## config.mk

```make
export PLATFORM = sky130hd
export DESIGN_NAME = psil_ram
export DESIGN_NICKNAME = d
export VERILOG_FILES = /design/src/hw/rtl/psil_ram.sv
export SDC_FILE = /design/constraint.sdc
export NUM_CORES = 1
export LEC_CHECK = 0
export BUFFER_PORTS_ARGS = -buffer_cell sky130_fd_sc_hd__buf_2
export CAP_MARGIN = 40
export CELL_PAD_IN_SITES_DETAIL_PLACEMENT = 1
export CELL_PAD_IN_SITES_GLOBAL_PLACEMENT = 1
export CORE_ASPECT_RATIO = 0.9
export CORE_MARGIN = 3
export CORE_UTILIZATION = 39
export DETAILED_ROUTE_END_ITERATION = 7
export MAX_ROUTING_LAYER = met4
export PLACE_DENSITY = 0.79
export SYNTH_ARGS = -nofsm -noshare
export SYNTH_HDL_FRONTEND = slang
export SYNTH_SLANG_ARGS = --single-unit
export TNS_END_PERCENT = 5
```

## constraint.sdc

```tcl
create_clock -name i_clk -period 1.17 [get_ports i_clk]
set_input_delay 0.117 -clock i_clk [delete_from_list [all_inputs] [get_ports i_clk]]
set_output_delay 0.117 -clock i_clk [all_outputs]
set_load 0.005 [all_outputs]
```

## src/hw/rtl/psil_ram.sv

```systemverilog
// Simple dual-port RAM: one write port, one read port with registered data.
// No package dependency; used for the composite map and the prime list.
module psil_ram #(
    parameter int WIDTH = 1,
    parameter int DEPTH = 16
) (
    input  logic                     i_clk,
    input  logic                     i_we,
    input  logic [$clog2(DEPTH)-1:0] i_waddr,
    input  logic [WIDTH-1:0]         i_wdata,
    input  logic [$clog2(DEPTH)-1:0] i_raddr,
    output logic [WIDTH-1:0]         o_rdata
);

    logic [WIDTH-1:0] r_mem [DEPTH];
    logic [WIDTH-1:0] r_rdata;

    // Write on enable, read every cycle
    always_ff @(posedge i_clk) begin
        if (i_we) begin
            r_mem[i_waddr] <= i_wdata;
        end
        r_rdata <= r_mem[i_raddr];
    end

    assign o_rdata = r_rdata;

endmodule

```

==> summary.txt <==
Route
  – Vias post-DR: 438
  – WL/cell: 14.0 um
  – Final ANT Viol Nets: 0
  – DRT Pass-1 Iters: 4
  – DR vias/cell: 5.03
  – Drt initial violations: 10
  – Drt drc: 0
  – Final wirelength: 1220 um

Synthesis
  – Syn Nets: 58
  – Top-area cell type share of the netlist area: 64.4%
  – Leading area contributor after synthesis: edfxtp_1
  – Synth warn: 0
  – Top cells by area, synth: edfxtp_1 (64%), mux4_1 (14%), nor2_1 (6.0%)
  – Post-synthesis instance total: 47
  – Share of the yosys chip area belonging to registers: 67.1%
  – Synthesized flop and latch total: 17
  – Netlist cell types: 11
  – Mapped cell area: 746 um^2
  – Syn avg cell area: 15.9 um^2

Layout
  – Core Util, Final: 49.0%
  – Cell area after layout: 850 um^2
  – N_diodes: 0
  – Finished Layout Cells: 87
  – Fill count: 172
  – Most frequent cells in the layout: edfxtp_1 (16), nor2_1 (12), buf_2 (11), nor3_1 (4), mux4_2 (4)
  – Most common cell after layout, fill and taps aside: edfxtp_1
  – Area grow syn2layout: 13.9%
  – Layout cell share with drive strength beyond 1: 31.7%
  – Post-layout net count: 75

Critical path
  – CP delay by family, top: multiplexers
  – Worst Setup End Kind: flip-flop
  – Worst-path cell chain: mux4_2, mux2i_1, mux2i_1
  – Crit path buf inv count: 0
  – CP required: 1.34 ns
  – Crit-path max FO: 1
  – CP max stage delay: 0.46 ns
  – Arrival @ worst endpoint: 1.36 ns
  – Register-to-register setup slack: -0.02 ns
  – Cell with the largest stage delay on the worst path: mux4_2
  – CP dominant cell by count: mux2i_1
  – CP Launch Type: flip-flop
  – Kind of critical path: flip-flop to flip-flop

Clocking
  – CTS tree: yes
  – Clock slew at reported path FFs: 0.09 ns
  – CTS Buf Count: 3
  – Clk buf depth: 2
  – CTS root buf: clkbuf_4
  – Hold Buf Count CTS: 0
  – Sink Count: 17
  – H-tree depth: 1
  – Worst-Skew Late Latency: 0.29 ns

Hold path
  – HP Class: input pin to flip-flop

Global route
  – Vias in the first global route: 454
  – Tot GR Track Use: 11.9%
  – GRT busiest layer: met2
  – Met3 GRT Util: 4.36%
  – Largest net degree at the start of global routing: 17
  – Grt ovf: 0
  – First-pass GRT wire length: 1920 um
  – Initial antenna violation count: 0
  – Met1 usage: 13.7%
  – M2 GR Usage: 18.5%

Power and ir drop
  – Net switching fraction of the power: 20.5%
  – Leak: 0.291 nW
  – Peak VDD IR: 0.000551 V
  – Int Pwr: 858 uW
  – P per Cell Area: 1270 nW/um^2
  – Register share of total power: 63.4%
  – Tot Pwr: 1.08 mW
  – Switch Pwr: 220 uW
  – Clock share of power: 27.9%
  – Logic pwr share: 8.7%

STA
  – Unrepaired setup endpoints after global routing: yes
  – Post-layout min period: 1.19 ns
  – Setup violators final: 1
  – Final hold viol count: 0
  – Fmax achieved: 843 MHz
  – Slew Limit Fails: 0
  – Rel. slew slack: 80.8%
  – Final worst path period share: 101%
  – Worst-Margin Slew: 0.286 ns
  – Final WS setup: -0.0168 ns
  – Clock skew: 0.00700 ns

Die
  – Boundary Pins: 12
  – Die Wd: 52.1 um
  – Die Height: 47.5 um
  – Initial core utilization: 43.0%
  – Rows: 14
  – Die area: 2470 um^2
  – Core ar.: 1730 um^2

Placement
  – Detailed placer's ending HPWL: 933 um
  – RePlAce Congestion: 0.810
  – Post-placement cell area: 838 um^2
  – Number of I/O port buffers: 11
  – Post-placement cell count: 83

Status
  – Failing checks: negative setup slack
  – Status: finished, violations left

Job
  – Total of max-cap violations: 0
[kinds of logic (layout without fill, tap and decap cells)]
logic type             Yosys count  after routing  share of synthesized area [%]
DFF                             17             17                           67.1
and+or+nand+nor                 23             23                           14.8
muxes                            7              7                           18.1
buffers and inverters            0             16                              0
[per-layer routing]
metal / vias to the layer above / routed length, um / share of wire (%)
met5: - / 0 / 0
met3: 4 / 137 / 11
li1: 214 / - / -
met2: 20 / 536 / 44
met1: 200 / 525 / 43
met4: 0 / 19 / 1.6
[path summary, 6_finish.rpt]
| check | start | to | depth (start not counted) |
|---|---|---|---|
| setup reg to reg | r_mem[8] | o_rdata | 3 |
| hold reg to reg | r_mem[2] | o_rdata | 3 |
| hold / removal | i_raddr[2] | o_rdata | 2 |
| setup / recovery | r_mem[8] | o_rdata | 3 |
[worst reg2reg max path, delay by kind of cell, from the launching register on]
family	cells	cell delay, ns
multiplexers	3	0.68
flip-flops	1	0.40
[area by class of cell]
class	count	area (um^2)	share of cell area, %
flip-flops and latches	17	500	58.9
multi-input cells	30	230	27.1
repair buffers	12	62.6	7.36
well taps	24	30.0	3.53
clock buffers	4	26.3	3.09
[power by group through the flow]
stage / clock network, mW / logic, mW / registers [mW]
6_report: 0.301 / 0.0938 / 0.683
3_3_place_gp: 0 / 0.0907 / 0.696
3_5_place_dp: 0 / 0.0923 / 0.697
2_1_floorplan: 0 / 0.0419 / 0.697
5_1_grt: 0.334 / 0.103 / 0.685
4_1_cts: 0.312 / 0.0943 / 0.684
[metrics by stage]
| stage | worst slack, ns | TNS [ns] | hold WS (ns) |
|---|---|---|---|
| after floorplan | 0.0354 | 0 | 0.216 |
| after global placement | -0.0309 | -0.0540 | 0.319 |
| after detailed placement | -0.151 | -0.232 | 0.332 |
| after CTS | -0.0291 | -0.0291 | 0.0227 |
| after global routing | -0.0710 | -0.0710 | 0.0197 |
| final | -0.0168 | -0.0168 | 0.0284 |
[synth_stat cells]
master and number:
nand3_1 1, nand3b_1 2, mux4_1 4, or3b_2 1, nand2b_1 2, nor3_1 4
nor2_1 12, dfxtp_1 1, edfxtp_1 16, nand2_1 1, mux2i_1 3
[state kept, by name, indices dropped and copies added, names as in the netlist]
register and flops:
r_mem 16, o_rdata 1
[repair_timing]
| item | 4_1_cts | 5_1_grt |
|---|---|---|
| resized for setup | 3 | 1 |
| endpoints found under the setup margin | 1 | 1 |
| setup buffers | 0 | 0 |
Power figures use the tool's default switching activity.
